[src/hdl/ofd_pkg.sv]
`default_nettype none

package ofd_pkg;

    localparam logic       FUNC_BYTE = 1'b0;
    localparam logic       FUNC_END  = 1'b1;

    localparam logic [7:0] SYNC_BYTE = 8'hAA;
    localparam logic [4:0] FRAME_LEN = 5'd19;
    localparam logic [4:0] CHECK_POS = 5'd18;
    localparam logic [4:0] SUM_FIRST = 5'd2;
    localparam logic [4:0] SUM_LAST  = 5'd17;

    // Bytes 0 to 14 carry the header and the data words.
    localparam int         FIELD_BYTES = 15;
    localparam logic [4:0] FIELD_LEN   = 5'd15;

    typedef struct packed {
        logic               frame_ok;
        logic        [7:0]  sequence_index;
        logic signed [15:0] yaw_centideg;
        logic signed [15:0] pitch_centideg;
        logic signed [15:0] roll_centideg;
        logic signed [15:0] accel_x;
        logic signed [15:0] accel_y;
        logic signed [15:0] accel_z;
    } ofd_result_t;

endpackage

`default_nettype wire

[src/hdl/ofd_collect.sv]
`default_nettype none

module ofd_collect
    import ofd_pkg::*;
(
    input  wire logic        aclk,
    input  wire logic        aresetn,
    input  wire logic        in_accept,
    input  wire logic        in_func,
    input  wire logic [7:0]  in_byte,
    output logic             res_load,
    output ofd_result_t      res_next
);

    logic [4:0] byte_count_reg;
    logic [4:0] byte_count_next;
    logic [7:0] running_sum_reg;
    logic [7:0] running_sum_next;
    logic [7:0] field_reg [FIELD_BYTES];
    logic [7:0] check_reg;
    logic       frame_ok;
    logic       take_byte;

    assign take_byte = in_accept && (in_func == FUNC_BYTE) && (byte_count_reg < FRAME_LEN);
    assign res_load  = in_accept && (in_func == FUNC_END);

    always_comb begin
        byte_count_next  = byte_count_reg;
        running_sum_next = running_sum_reg;
        if (res_load) begin
            byte_count_next  = 5'd0;
            running_sum_next = 8'd0;
        end else if (take_byte) begin
            byte_count_next = byte_count_reg + 5'd1;
            if (byte_count_reg >= SUM_FIRST && byte_count_reg <= SUM_LAST) begin
                running_sum_next = running_sum_reg + in_byte;
            end
        end
    end

    always_ff @(posedge aclk) begin
        if (!aresetn) begin
            byte_count_reg  <= 5'd0;
            running_sum_reg <= 8'd0;
        end else begin
            byte_count_reg  <= byte_count_next;
            running_sum_reg <= running_sum_next;
        end
    end

    always_ff @(posedge aclk) begin
        if (take_byte && byte_count_reg < FIELD_LEN) begin
            field_reg[byte_count_reg[3:0]] <= in_byte;
        end
        if (take_byte && byte_count_reg == CHECK_POS) begin
            check_reg <= in_byte;
        end
    end

    assign frame_ok = (byte_count_reg == FRAME_LEN) &&
                      (field_reg[0] == SYNC_BYTE) &&
                      (field_reg[1] == SYNC_BYTE) &&
                      (running_sum_reg == check_reg);

    always_comb begin
        res_next = '0;
        if (frame_ok) begin
            res_next.frame_ok       = 1'b1;
            res_next.sequence_index = field_reg[2];
            res_next.yaw_centideg   = {field_reg[4], field_reg[3]};
            res_next.pitch_centideg = {field_reg[6], field_reg[5]};
            res_next.roll_centideg  = {field_reg[8], field_reg[7]};
            res_next.accel_x        = {field_reg[10], field_reg[9]};
            res_next.accel_y        = {field_reg[12], field_reg[11]};
            res_next.accel_z        = {field_reg[14], field_reg[13]};
        end
    end

endmodule

`default_nettype wire

[src/hdl/ofd_result_reg.sv]
`default_nettype none

module ofd_result_reg
    import ofd_pkg::*;
(
    input  wire logic        aclk,
    input  wire logic        aresetn,
    input  wire logic        load,
    input  wire ofd_result_t result_in,
    output logic             free,
    output logic             out_valid,
    input  wire logic        out_ready,
    output ofd_result_t      result_out
);

    logic        valid_reg;
    ofd_result_t result_reg;

    assign free       = !valid_reg || out_ready;
    assign out_valid  = valid_reg;
    assign result_out = result_reg;

    always_ff @(posedge aclk) begin
        if (!aresetn) begin
            valid_reg <= 1'b0;
        end else if (load) begin
            valid_reg <= 1'b1;
        end else if (out_ready) begin
            valid_reg <= 1'b0;
        end
    end

    always_ff @(posedge aclk) begin
        if (load) begin
            result_reg <= result_in;
        end
    end

endmodule

`default_nettype wire

[src/hdl/orientation_frame_deframer.sv]
// Channel   Direction  Handshake          Payload
// s_        in         s_valid/s_ready    s_func, s_data_byte
// m_        out        m_valid/m_ready    frame result, eight fields
//
// One transaction is taken per cycle; an end-of-burst transaction gives its result
// in the output register in the next cycle. Byte count and checksum are held in
// the collector and reset synchronously; the stored frame bytes are not reset.
// The input stalls only while a result is held and m_ready is low.
`default_nettype none

module orientation_frame_deframer
    import ofd_pkg::*;
(
    input  wire logic               aclk,
    input  wire logic               aresetn,
    input  wire logic               s_valid,
    output logic                    s_ready,
    input  wire logic               s_func,
    input  wire logic [7:0]         s_data_byte,
    output logic                    m_valid,
    input  wire logic               m_ready,
    output logic                    m_frame_ok,
    output logic        [7:0]       m_sequence_index,
    output logic signed [15:0]      m_yaw_centideg,
    output logic signed [15:0]      m_pitch_centideg,
    output logic signed [15:0]      m_roll_centideg,
    output logic signed [15:0]      m_accel_x,
    output logic signed [15:0]      m_accel_y,
    output logic signed [15:0]      m_accel_z
);

    logic        in_accept;
    logic        res_load;
    ofd_result_t res_next;
    ofd_result_t res_out;

    assign in_accept = s_valid && s_ready;

    ofd_collect u_collect (
        .aclk      (aclk),
        .aresetn   (aresetn),
        .in_accept (in_accept),
        .in_func   (s_func),
        .in_byte   (s_data_byte),
        .res_load  (res_load),
        .res_next  (res_next)
    );

    ofd_result_reg u_result (
        .aclk       (aclk),
        .aresetn    (aresetn),
        .load       (res_load),
        .result_in  (res_next),
        .free       (s_ready),
        .out_valid  (m_valid),
        .out_ready  (m_ready),
        .result_out (res_out)
    );

    assign m_frame_ok       = res_out.frame_ok;
    assign m_sequence_index = res_out.sequence_index;
    assign m_yaw_centideg   = res_out.yaw_centideg;
    assign m_pitch_centideg = res_out.pitch_centideg;
    assign m_roll_centideg  = res_out.roll_centideg;
    assign m_accel_x        = res_out.accel_x;
    assign m_accel_y        = res_out.accel_y;
    assign m_accel_z        = res_out.accel_z;

endmodule

`default_nettype wire
[config.mk]
export PLATFORM = sky130hd
export DESIGN_NAME = orientation_frame_deframer
export DESIGN_NICKNAME = d
export VERILOG_FILES = /design/src/hdl/ofd_pkg.sv /design/src/hdl/ofd_collect.sv /design/src/hdl/ofd_result_reg.sv /design/src/hdl/orientation_frame_deframer.sv
export SDC_FILE = /design/constraint.sdc
export NUM_CORES = 1
export LEC_CHECK = 0
export ABC_CLOCK_PERIOD_IN_PS = 5580
export BUFFER_PORTS_ARGS = -buffer_cell sky130_fd_sc_hd__buf_4
export CORE_UTILIZATION = 61
export DETAILED_ROUTE_END_ITERATION = 10
export PLACE_DENSITY_LB_ADDON = 0.08
export SYNTH_ARGS = -nofsm -noshare
export SYNTH_HDL_FRONTEND = slang
export SYNTH_HIERARCHICAL = 1
export SYNTH_SLANG_ARGS = --single-unit
[constraint.sdc]
create_clock -name aclk -period 5.58 [get_ports aclk]
set_input_delay 1.116 -clock aclk [delete_from_list [all_inputs] [get_ports aclk]]
set_output_delay 1.116 -clock aclk [all_outputs]
set_load 0.01 [all_outputs]
== Yosys cells after proc, flatten, opt, wreduce, memory -nomap -nowiden ==
Memory sizes are Yosys's and may differ from the RTL's.
Cells that the tools add are included.

* Memory bits (read-only): 0
* Latch bits: 0
* Input bits: 13
* Word-level logic and storage cells: 46
* RAM bits: 120
* Memories: 1
* Output and inout bits: 107
* Bits in registers: 127

{| class="wikitable"
|+ Memories
! name !! depth !! bits a word !! read ports !! clocked after Yosys merged registers in !! wr ports !! RTL line !! text
|-
| u_collect.field_reg || 15 || 8 || 15 || 0 || 1 || ofd_collect.sv:19 || <nowiki>logic [7:0] field_reg [FIELD_BYTES];</nowiki>
|}

* Div/mod/pow operators: 0
* Add/sub/neg operators: 2
* $mul: 0
* Reductions and logical operators: 15
* Bitwise logic cells: 2
* Eq/ne operators: 5
* Muxes and demuxes: 5
* Shift operators: 0
* $lt $le $gt $ge: 4

{| class="wikitable"
|+ Operator list
! cell !! number
|-
| 105-bit 2-to-1 mux || 1
|-
| 8-bit == test (second input constant) || 2
|-
| 5-bit == test (second input constant) || 2
|-
| 1-bit logical AND || 10
|-
| 8-bit adder || 1
|-
| 8-bit == test || 1
|-
| 5-bit by 1-bit adder with 5-bit output (second input constant) || 1
|-
| 5-bit by 2-bit greater-or-equal comparator with 1-bit output (second input constant) || 1
|-
| 5-bit <= comparator (second input constant) || 1
|-
| 5-bit by 4-bit less-than comparator with 1-bit output (second input constant) || 1
|-
| 5-bit less-than comparator (second input constant) || 1
|-
| 1-bit 2-to-1 mux || 4
|-
| 1-bit NOT || 2
|-
| 2-bit AND reduction || 1
|-
| 2-bit nonzero test || 1
|-
| 2-bit OR reduction || 1
|-
| 1-bit logical NOT || 1
|-
| 1-bit logical OR || 1
|}

== Logic depth before layout (Yosys ltp) ==
Gate-level depths: netlist of run 1.

* Depth after elaboration: 8
* Gate-level depth with buffers: 8
* Gate-level depth less buffers: 8

== By module ==
Netlist of run 1, hierarchy kept.

{| class="wikitable"
|+ By module, submodules not included
! module !! area each (µm²) !! cells each !! sequential area each (µm²) !! times used
|-
| ofd_collect || 5789.3 || 399 || 4103.9 || 1
|-
| ofd_result_reg || 3201.8 || 109 || 3173.0 || 1
|-
| orientation_frame_deframer || 6.3 || 1 || 0.0 || 1
|}

== Least setup slack after synthesis of run 1 ==
OpenSTA, ideal clock, no wires.

* Kind: input-to-reg
* Start: input port m_ready
* End: register u_result.result_reg (netlist bit u_result/result_out[0]) (enable)
* Cell stages on the path: 4
* Required time: 5.121 ns
* Arrival: 3.513 ns
* Path buffers: 0
* Setup slack: 1.607 ns
* Cell sequence: nand2b_4 > and2_1 > nand2_1 > inv_1

* Longest elaborated chain between the ends: 3

{| class="wikitable"
|+ RTL lines
! item !! RTL line !! text
|-
| start, declared || orientation_frame_deframer.sv:21 || <nowiki>input wire logic m_ready,</nowiki>
|-
| 1-bit logical OR || ofd_result_reg.sv:19 || <nowiki>assign free = !valid_reg || out_ready;</nowiki>
|-
| 1-bit logical AND || orientation_frame_deframer.sv:37 || <nowiki>assign in_accept = s_valid && s_ready;</nowiki>
|-
| via in_accept || orientation_frame_deframer.sv:32 || <nowiki>logic in_accept;</nowiki>
|-
| 1-bit logical AND || ofd_collect.sv:25 || <nowiki>assign res_load = in_accept && (in_func == FUNC_END);</nowiki>
|-
| via res_load || orientation_frame_deframer.sv:33 || <nowiki>logic res_load;</nowiki>
|-
| end signal, assigned || ofd_result_reg.sv:35 || <nowiki>result_reg <= result_in;</nowiki>
|-
| end, declared || ofd_result_reg.sv:17 || <nowiki>ofd_result_t result_reg;</nowiki>
|}

The timed path passes the listed nets, and every way through them passes these cells.
A chain may end at the register's enable or synchronous reset.

== Worst setup path after layout of run 1 ==
* Start: input port m_ready
* End: memory u_collect.field_reg[2][4] (enable)

* Longest elaborated chain between the ends: 7

{| class="wikitable"
|+ RTL lines
! item !! RTL line !! text
|-
| 1-bit logical OR || ofd_result_reg.sv:19 ||
|-
| 1-bit logical AND || orientation_frame_deframer.sv:37 ||
|-
| via in_accept || orientation_frame_deframer.sv:32 ||
|-
| 1-bit logical AND (2 in a row) || ofd_collect.sv:24 || <nowiki>assign take_byte = in_accept && (in_func == FUNC_BYTE) && (byte_count_reg < FRAME_LEN);</nowiki>
|-
| 1-bit logical AND || ofd_collect.sv:52 || <nowiki>if (take_byte && byte_count_reg < FIELD_LEN) begin</nowiki>
|-
| 1-bit 2-to-1 mux || ofd_collect.sv:52 ||
|-
| 1-bit 2-to-1 mux (implied by the code) || ofd_collect.sv:53 || <nowiki>field_reg[byte_count_reg[3:0]] <= in_byte;</nowiki>
|-
| end, declared || ofd_collect.sv:19 ||
|}

The timed path passes the listed nets, and every way through them passes these cells.

==> flow_metrics.tcl, run 1 <==
set metrics [dict create \
    crit_arrival_ps 2880 \
    core-area_mm2 0.01448 \
    wl_met3_um 948 \
    detail-route-antenna-nets 0 \
    leakagePower_nw 3.799 \
    synth_compound_gate_area_share_pct 2.489 \
    cts_resized 0 \
    whs_ps 500.3 \
    track_usage_pct 21.04 \
    dpl_worst_slack_ps 2337 \
    via_per_inst 5.429 \
    synth_fa_ha_area_share_pct 1.752 \
    worstSetupStartpointType "primary input" \
    placed_cell_area_mm2 0.01003 \
    ys_ff_latch 247 \
    clk_latency_ps 500 \
    synth.area.mux_share_pct 0.3338 \
    drive_gt1_share_pct 24.66 \
    finalSetupViolations 0 \
    rows 44 \
    wl_met2_mm 8.022 \
    synth_top_family_by_area "simple AND/OR/NAND/NOR gates" \
    yosys_warnings 6 \
    status "complete, no violations" \
    fin_util_pct 74.46 \
    port_buffers 119 \
    first_global_vias 4339 \
    area_growth_pct 19.83 \
    critPathMaxFanout 8 \
    place_hpwl_mm 9.740 \
    gr-total-overflow 0 \
    synthArstFlopShare_pct 0 \
    synth.distinct_cells 48 \
    ys_seq_area_share_pct 80.88 \
    crit_type "primary input to register" \
    n_antenna_cell 0 \
    drt-initial-drc-count 340 \
    worst_pin_slew_ps 1127 \
    synth_cells 509 \
    gp_congestion 0.8641 \
    rr_startpoint "u_result/out_valid$_SDFFE_PN0P_" \
    crit_chain "buf_4 > nand2b_4 > and2_1 > nand2b_1 > nor2_1 > nand2_1 > nor3_1" \
    synth_ff_type "edfxtp_1" \
    clock.fmax_mhz 362.4 \
    syn_avg_cell_area_um2 17.68 \
    die-width_um 123.5 \
    slew_headroom_pct 24.28 \
    cts.clk_slew.worst_paths_ps 60 \
    antenna_found_initial 0 \
    final.setup.tns_ps 0 \
    end_kind "register" \
    maxCapViolations 0 \
    wirelength_mm 15.90 \
    syn-num-nets 534 \
    dr.max_layer_used "met4" \
    cts_htree_levels 1 \
    yosys.area_share.simple_pct 11.68 \
    rsz0062_at_grt "false" \
    vias 4566 \
    cts_buffers 23 \
    worstPathRequired_ps 5700 \
    io-pin-count 120 \
    drc 0 \
    startpoint "m_ready" \
    start_util_pct 62.14 \
    syn_area_mm2 0.008997 \
    setup_ws_ps 2821 \
    worstHoldStart "u_collect/running_sum_reg[4]$_SDFFE_PP0P_" \
    cpPeakStageDelay_ps 880 \
    dieArea_mm2 0.01524 \
    cts-root-buf "clkbuf_16" \
    synth_edf_count 233 \
    fin_area_mm2 0.01078 \
    cp_slowest_cell "nor3_1" \
    cts_tree "done" \
    fin_skew_ps 15.65 \
    cts_hold_buf 0 \
    ctsLongestPathBuffers 3 \
    largest_reg_flops 120 \
    met1_length_mm 6.544 \
    hold_viol 0 \
    power_density_mw_per_mm2 348.9 \
    slew_viol_final 0 \
    cts_setup_buffers 0 \
    hp-class "register to register" \
    cts.sinks 247 \
    irDropWorstVdd_mv 0.2482 \
    fin_crit_ps 2759 \
    grt_pass1_wl_mm 23.60 \
    wire_per_inst_um 18.90 \
    first_pass_iters 5 \
    fin_nets 665 \
    finalCritPeriodShare_pct 49.45 \
    synth_xor_xnor_area_share_pct 1.168 \
    grt_max_degree 76 \
    die_h_um 123.5 \
]
==> cell usage after synthesis (all sizes together), types with 2 or more instances <==
cell type	instances	area share [%]
nand2	16	0.67
nor3b	2	0.29
clkbuf	6	0.25
o21bai	2	0.17
nand4b	2	0.19
o21ai	4	0.22
nand3	2	0.11
nor3	8	0.45
a21oi	9	0.54
a21o	2	0.17
nor4	4	0.45
a211oi	4	0.33
edfxtp	233	78
xnor2	10	0.97
and3	2	0.14
and2	106	7.4
mux2i	3	0.33
xor2	2	0.19
nor2	22	0.92
ha	11	1.5
nand2b	5	0.43
inv	10	0.42
nand4	3	0.21
buf	10	1.0
dfxtp	14	3.1
==> power by group <==
part           total (mW)  switching [mW]  internal [mW]
Clock                1.54           0.628          0.912
Combinational       0.143          0.0860         0.0574
Sequential           2.08          0.0142           2.06
Total                3.76           0.728           3.03
==> cell families (layout without fill, tap and decap cells) <==
group,Yosys count,count (layout)
AO/OA/AOI/OAI,32,32
XOR/XNOR,12,12
adder cells (fa/ha/maj),12,12
buffers and inverters,26,174
flip-flops,247,247
multiplexers,3,3
AND/OR/NAND/NOR,177,177
==> worst paths after layout <==
path / to / slack [ps] / depth (start not counted)
setup / recovery: u_collect/field_reg[2][4]$_DFFE_PP_ / 2820 / 7
hold / removal: u_collect/running_sum_reg[4]$_SDFFE_PP0P_ / 500 / 2
hold reg to reg: u_collect/running_sum_reg[4]$_SDFFE_PP0P_ / 500 / 2
setup reg to reg: u_collect/field_reg[2][4]$_DFFE_PP_ / 3220 / 6
==> metal layers <==
layer | global-route usage (%) | vias up
li1 | - | 2133
met1 | 28.57 | 2243
met2 | 35.79 | 158
met3 | 2.629 | 32
met4 | 6.551 | 0
met5 | 0 | -
==> per-stage QoR <==
stage	total power, mW	instances
3_3_place_gp	2.260	799
3_5_place_dp	2.265	799
6_report	3.762	841
2_1_floorplan	2.172	509
4_1_cts	3.784	841
5_1_grt	3.866	841
==> worst max-delay path: cells and delay by family <==
| family | cells | cell delay [ps] |
|---|---|---|
| and+or+nand+nor | 6 | 1670 |
| buffers and inverters | 1 | 80 |
==> final cells by class <==
type | instances | area, um2
sequential | 247 | 7277
fill | 875 | 3697
multi-input combinational | 236 | 1568
timing repair buffer | 122 | 915.9
clock buffer | 29 | 608.1
tap | 184 | 230.2
clock inverter | 13 | 142.6
inverter | 10 | 40.04
==> cell usage in the layout, fill, tap and decap left out, types with 4 or more instances in the layout <==
| cell type | Yosys | routed |
|---|---|---|
| clkbuf_1 | 6 | 5 |
| nand2b_1 | 4 | 4 |
| inv_1 | 10 | 9 |
| ha_1 | 11 | 11 |
| dfxtp_1 | 14 | 14 |
| a21oi_1 | 8 | 8 |
| nor3_1 | 8 | 8 |
| nor2_1 | 22 | 22 |
| edfxtp_1 | 233 | 233 |
| clkbuf_16 | 0 | 23 |
| o21ai_0 | 4 | 4 |
| clkinv_2 | 0 | 5 |
| buf_4 | 2 | 122 |
| a211oi_1 | 4 | 4 |
| and2_1 | 106 | 106 |
| xnor2_1 | 10 | 10 |
| nand2_1 | 16 | 16 |
Note: power is estimated with default switching activity, not from simulation.
==> inputs of run 2 (changes only) <==
--- a/config.mk
+++ b/config.mk
@@ -5,9 +5,9 @@
 export SDC_FILE = /design/constraint.sdc
 export NUM_CORES = 1
 export LEC_CHECK = 0
-export ABC_CLOCK_PERIOD_IN_PS = 5580
+export ABC_CLOCK_PERIOD_IN_PS = 2400
 export BUFFER_PORTS_ARGS = -buffer_cell sky130_fd_sc_hd__buf_4
-export CORE_UTILIZATION = 61
+export CORE_UTILIZATION = 51
 export DETAILED_ROUTE_END_ITERATION = 10
 export PLACE_DENSITY_LB_ADDON = 0.08
 export SYNTH_ARGS = -nofsm -noshare
==> constraint.sdc (replaced) <==
create_clock -name aclk -period 2.4 [get_ports aclk]
set_input_delay 0.48 -clock aclk [delete_from_list [all_inputs] [get_ports aclk]]
set_output_delay 0.48 -clock aclk [all_outputs]
set_load 0.01 [all_outputs]
==> run 2 against run 1 <==
Cell count increased by 7.6%; sequential power up 130%; total power rose by 130%; sequential cell count did not move; register-to-register slack got worse by 2900 ps; combinational power up 150%; die area up 19%; setup slack worse by 2500 ps; sequential share of layout area decreased by 1.4 points; cell area up 2.2%; clock skew decreased by 1.6 ps; wire length rose by 0.16%; largest cell class unchanged; largest power group unchanged.
==> flow_metrics.tcl, run 2 (synthesized netlist as in run 1, its figures left out) <==
set metrics [dict create \
    grt_pass1_wl_mm 24.36 \
    grt_max_degree 95 \
    io-pin-count 120 \
    antenna_found_initial 0 \
    r2r_slack_ps 280 \
    first_global_vias 4415 \
    power_density_mw_per_mm2 788.5 \
    wire_per_inst_um 17.59 \
    leakagePower_nw 3.916 \
    rsz0062_at_grt "false" \
    cts.clk_slew.worst_paths_ps 60 \
    clock.fmax_mhz 470.7 \
    layout_common_cells "edfxtp_1, buf_4, and2_1, clkbuf_16, nor2_1" \
    die_h_um 134.8 \
    crit_chain "ha_1 > a211oi_1 > nor2_1 > a221oi_1 > mux2i_1 > mux2i_1" \
    cp_slowest_cell "dfxtp_1" \
    largest_reg_flops 120 \
    fin_util_pct 63.92 \
    crit_type "register to register" \
    worst_pin_slew_ps 493.3 \
    gp_congestion 0.8586 \
    slew_viol_final 0 \
    crit_arrival_ps 2560 \
    finalCritPeriodShare_pct 88.53 \
    finalSetupViolations 0 \
    fin_nets 688 \
    clk_latency_ps 500 \
    cts_tree "done" \
    fin_crit_ps 2125 \
    place_hpwl_mm 9.696 \
    cts-root-buf "clkbuf_16" \
    cpPeakStageDelay_ps 440 \
    cts_setup_buffers 0 \
    hp-class "primary input to register" \
    n_antenna_cell 0 \
    wirelength_mm 15.92 \
    fin_skew_ps 14.04 \
    cts_htree_levels 1 \
    vias 4526 \
    rows 48 \
    via_per_inst 5.001 \
    die-width_um 134.8 \
    hold_viol 0 \
    gr-total-overflow 0 \
    cts.sinks 247 \
    start_util_pct 52.20 \
    area_growth_pct 22.46 \
    whs_ps 183.5 \
    ctsLongestPathBuffers 3 \
    crit_path_frequent_cell "mux2i_1" \
    detail-route-antenna-nets 0 \
    slew_headroom_pct 67.07 \
    irDropWorstVdd_mv 0.6715 \
    critPathMaxFanout 4 \
    layout_commonest_cell "edfxtp_1" \
    drive_gt1_share_pct 27.21 \
    end_kind "register" \
    cp_num_buf_inv 0 \
    p_total_mw 8.688 \
    core-area_mm2 0.01724 \
    cts_resized 0 \
    first_pass_iters 5 \
    dieArea_mm2 0.01818 \
    track_usage_pct 17.87 \
    port_buffers 119 \
    status "complete, no violations" \
    maxCapViolations 0 \
    worstSetupStartpointType "register" \
    worstPathRequired_ps 2840 \
    critPathTopFamily "compound AO/OA/AOI/OAI gates" \
    cts_buffers 25 \
    cts_hold_buf 0 \
    drc 0 \
    drt-initial-drc-count 294 \
]
==> run 2: power by group <==
group / leakage, nW / switching, mW / internal (mW) / total, mW
clock: 0.365 / 1.48 / 2.02 / 3.50
combinational: 1.36 / 0.207 / 0.147 / 0.353
sequential: 2.19 / 0.0313 / 4.80 / 4.83
total: 3.92 / 1.72 / 6.97 / 8.69
==> run 2: area by class of cell <==
class	count	area, um2
inverter	10	41.29
fill	1249	6218
sequential	247	7277
clock buffer	31	648.1
multi-input combinational	236	1578
clock inverter	13	93.84
timing repair buffer	143	1099
tap	225	281.5
==> run 2: stage by stage <==
step | cell area [um2] | TNS [ps] | setup slack (ps) | instances
3_5_place_dp | 10280 | 0 | 138.6 | 861
2_1_floorplan | 9011 | -40470 | -383.7 | 509
3_3_place_gp | 10280 | 0 | 212.2 | 861
5_1_grt | 11020 | 0 | 58.56 | 905
4_1_cts | 11020 | 0 | 312.6 | 905
6_report | 11020 | 0 | 275.3 | 905
==> run 2: layer usage <==
| metal | vias up | GRT usage [%] | share of wire, % |
|---|---|---|---|
| li1 | 2171 | - | - |
| met1 | 2222 | 24.35 | 44 |
| met2 | 117 | 29.58 | 50 |
| met3 | 16 | 2.890 | 4.5 |
| met4 | 0 | 5.868 | 1.5 |
| met5 | - | 0 | 0 |
==> run 2: worst paths after layout <==
path / depth (start not counted) / to / from
setup reg to reg: 6 / u_collect/running_sum_reg[7]$_SDFFE_PP0P_ / u_collect/running_sum_reg[1]$_SDFFE_PP0P_
setup / recovery: 6 / u_collect/running_sum_reg[7]$_SDFFE_PP0P_ / u_collect/running_sum_reg[1]$_SDFFE_PP0P_
hold / removal: 1 / u_collect/field_reg[11][1]$_DFFE_PP_ / s_data_byte[1]
hold reg to reg: 2 / u_collect/running_sum_reg[0]$_SDFFE_PP0P_ / u_collect/running_sum_reg[0]$_SDFFE_PP0P_
==> inputs of run 3 (changes only) <==
--- a/config.mk
+++ b/config.mk
@@ -5,9 +5,10 @@
 export SDC_FILE = /design/constraint.sdc
 export NUM_CORES = 1
 export LEC_CHECK = 0
+export ABC_AREA = 1
 export ABC_CLOCK_PERIOD_IN_PS = 2400
 export BUFFER_PORTS_ARGS = -buffer_cell sky130_fd_sc_hd__buf_4
-export CORE_UTILIZATION = 51
+export CORE_UTILIZATION = 52
 export DETAILED_ROUTE_END_ITERATION = 10
 export PLACE_DENSITY_LB_ADDON = 0.08
 export SYNTH_ARGS = -nofsm -noshare
==> run 3 against run 2 <==
Total power shrank 0.11%; core utilization rose by 1.2 points; cell count grew 21%; sequential power about the same; cell area up 2.6%; via count is 16% higher; critical endpoint is now u_collect/field_reg[5][1]$_DFFE_PP_; largest power group unchanged; highest routed layer unchanged.
==> flow_metrics.tcl, run 3 <==
set metrics [dict create \
    die_h_um 135.5 \
    crit_arrival_ps 2260 \
    ys_ff_latch 247 \
    slew_viol_final 0 \
    hp-class "primary input to register" \
    dieArea_mm2 0.01837 \
    end_kind "register" \
    crit_type "register to register" \
    synth.distinct_cells 27 \
    ctsLongestPathBuffers 3 \
    first_global_vias 5160 \
    place_hpwl_mm 10.52 \
    yosys_warnings 6 \
    worstHoldStart "aresetn" \
    leakagePower_nw 4.767 \
    clk_latency_ps 510 \
    clock.fmax_mhz 488.0 \
    crit_path_frequent_cell "nand2_1" \
    grt_pass1_wl_mm 26.65 \
    cts_resized 0 \
    min_path_cells 3 \
    drc 0 \
    largest_reg_flops 120 \
    worstPathRequired_ps 2610 \
    synth_ff_type "edfxtp_1" \
    first_pass_iters 4 \
    gp_congestion 0.7835 \
    dp_cells 1053 \
    r2r_slack_ps 350 \
    critPathMaxFanout 15 \
    fin_skew_ps 8.807 \
    port_buffers 119 \
    rows 48 \
    slew_headroom_pct 56.28 \
    hold_viol 0 \
    cpPeakStageDelay_ps 370 \
    fillers 1299 \
    finalSetupViolations 0 \
    grt_use_met2_pct 31.40 \
    drive_gt1_share_pct 21.58 \
    via_per_inst 4.797 \
    wirelength_mm 16.86 \
    gr-usage-met3_pct 2.768 \
    r2r_end "u_collect/field_reg[5][1]$_DFFE_PP_" \
    io-pin-count 120 \
    ff2ff_path_depth 9 \
    antenna_found_initial 0 \
    n_antenna_cell 0 \
    syn_area_mm2 0.009271 \
    grt_max_degree 88 \
    status "complete, no violations" \
    layout_commonest_cell "edfxtp_1" \
    ys_seq_area_share_pct 78.49 \
    synth_area_leaders "edfxtp_1, inv_1, nor2_1, nand2_1, dfxtp_1" \
    crit_chain "nor2_4 > nand2_1 > nand2_1 > nand3_1 > nor2_1 > nand2_1 > buf_4 > nor3_1 > buf_4" \
    cts_tree "done" \
    start_util_pct 53.42 \
    rr_startpoint "u_collect/byte_count_reg[2]$_SDFFE_PP0P_" \
    area_growth_pct 21.89 \
    synth_top_area_share_pct 75.47 \
    syn_avg_cell_area_um2 13.21 \
    final_cells 1096 \
    fin_crit_ps 2049 \
    cts_hold_buf 0 \
    cts_htree_levels 1 \
    syn-num-nets 727 \
    die-width_um 135.5 \
    cts-root-buf "clkbuf_16" \
    track_usage_pct 19.00 \
    wire_per_inst_um 15.39 \
    hold_end "u_result/out_valid$_SDFFE_PN0P_" \
    cts_setup_buffers 0 \
    power_density_mw_per_mm2 768.0 \
    cts.clk_slew.worst_paths_ps 60 \
    yosysMostFrequentCell "edfxtp_1" \
    final.setup.tns_ps 0 \
    drt-initial-drc-count 322 \
    synth_cells 702 \
    detail-route-antenna-nets 0 \
    use_met1_pct 26.33 \
    irDropWorstVdd_mv 0.5636 \
    fin_nets 880 \
    gr-total-overflow 0 \
    worstSetupStartpointType "register" \
    synthArstFlopShare_pct 0 \
    finalCritPeriodShare_pct 85.39 \
    worst_pin_slew_ps 655.8 \
    cp_slowest_cell "dfxtp_1" \
    maxCapViolations 0 \
    grt.busiest_layer "met2" \
    cts_buffers 25 \
    fin_util_pct 65.11 \
    rsz0062_at_grt "false" \
    cts.sinks 247 \
    synthTopCellsByCount "edfxtp_1, inv_1, nor2_1, nand2_1, nand3_1" \
    vias 5258 \
    core-area_mm2 0.01736 \
    yosysTopAreaCell "edfxtp_1" \
    synth_edf_count 233 \
    layout_common_cells "edfxtp_1, inv_1, buf_4, nor2_1, nand2_1" \
]
[run 3: cell count changes in the layout (fill, tap and decap cells not counted), moves of 3 or more]
cell,change
a211oi_1,-4
a21oi_1,+3
and2_1,-105
inv_1,+138
inv_2,+3
mux2i_1,-3
nand2_1,+57
nand2b_1,-4
nand3_1,+17
nor2_1,+110
nor3_1,+8
nor4_1,-3
xnor2_1,-8
[run 3: cells by family (layout without fill, tap and decap cells)]
| group | count (synthesis) | after routing | share of synthesized area, % |
|---|---|---|---|
| adders and majority gates | 12 | 12 | 1.700 |
| and+or+nand+nor | 252 | 252 | 11.04 |
| buffers and inverters | 167 | 336 | 7.247 |
| xor gates and xnor gates | 3 | 3 | 0.2835 |
| DFF | 247 | 247 | 78.49 |
| AOI/OAI and AO/OA | 21 | 21 | 1.241 |
[run 3: final cells by class]
type | instances | area, um2 | area share [%]
well taps | 225 | 281.5 | 2.491
flip-flops and latches | 247 | 7277 | 64.39
clock inverters | 14 | 103.9 | 0.9190
clock buffers | 29 | 640.6 | 5.669
inverters | 152 | 586.8 | 5.193
repair buffers | 141 | 1071 | 9.477
multi-input cells | 288 | 1340 | 11.86
[run 3: layer usage]
metal  routed length, um  part of all wire, %  vias up
met3                 844                  5.0       20
li1                    -                    -     2586
met2                8221                   49      139
met1                7526                   45     2513
met5                   0                    0        -
met4                 270                  1.6        0
[run 3: critical path, delay by kind of cell (launching register included)]
kind | cells | cell delay (ps)
and+or+nand+nor | 7 | 950
buffers and inverters | 2 | 420
DFF | 1 | 370
[run 3: worst max path at each step]
| stage | endpoint | slack (ps) | cells past startpoint | from |
|---|---|---|---|---|
| floorplan | u_result/result_out[0]$_DFFE_PP_ | -290 | 6 | m_ready |
| global placement | u_collect/field_reg[12][7]$_DFFE_PP_ | 410 | 11 | m_ready |
| detailed placement | u_collect/field_reg[4][3]$_DFFE_PP_ | 320 | 11 | m_ready |
| CTS | u_result/result_out[49]$_DFFE_PP_ | 330 | 8 | u_collect/byte_count_reg[1]$_SDFFE_PP0P_ |
| global route | u_collect/field_reg[12][7]$_DFFE_PP_ | 170 | 9 | u_collect/byte_count_reg[2]$_SDFFE_PP0P_ |
| finish | u_collect/field_reg[5][1]$_DFFE_PP_ | 350 | 9 | u_collect/byte_count_reg[2]$_SDFFE_PP0P_ |
[run 3: through the flow]
stage               power (mW)  area [um2]  worst slack [ps]  hold slack [ps]
floorplan                5.061        9298            -290.8            477.5
global placement         5.259       10560             407.0            490.2
detailed placement       5.266       10560             325.0            502.0
CTS                      8.768       11300             334.4            203.2
global route             8.961       11300             169.5            230.1
finish                   8.679       11300             350.6            219.8
[run 3: where the power goes]
group,total (mW),switching [mW],internal (mW)
logic,0.362,0.231,0.131
clock network,3.51,1.49,2.02
registers,4.81,0.0268,4.78
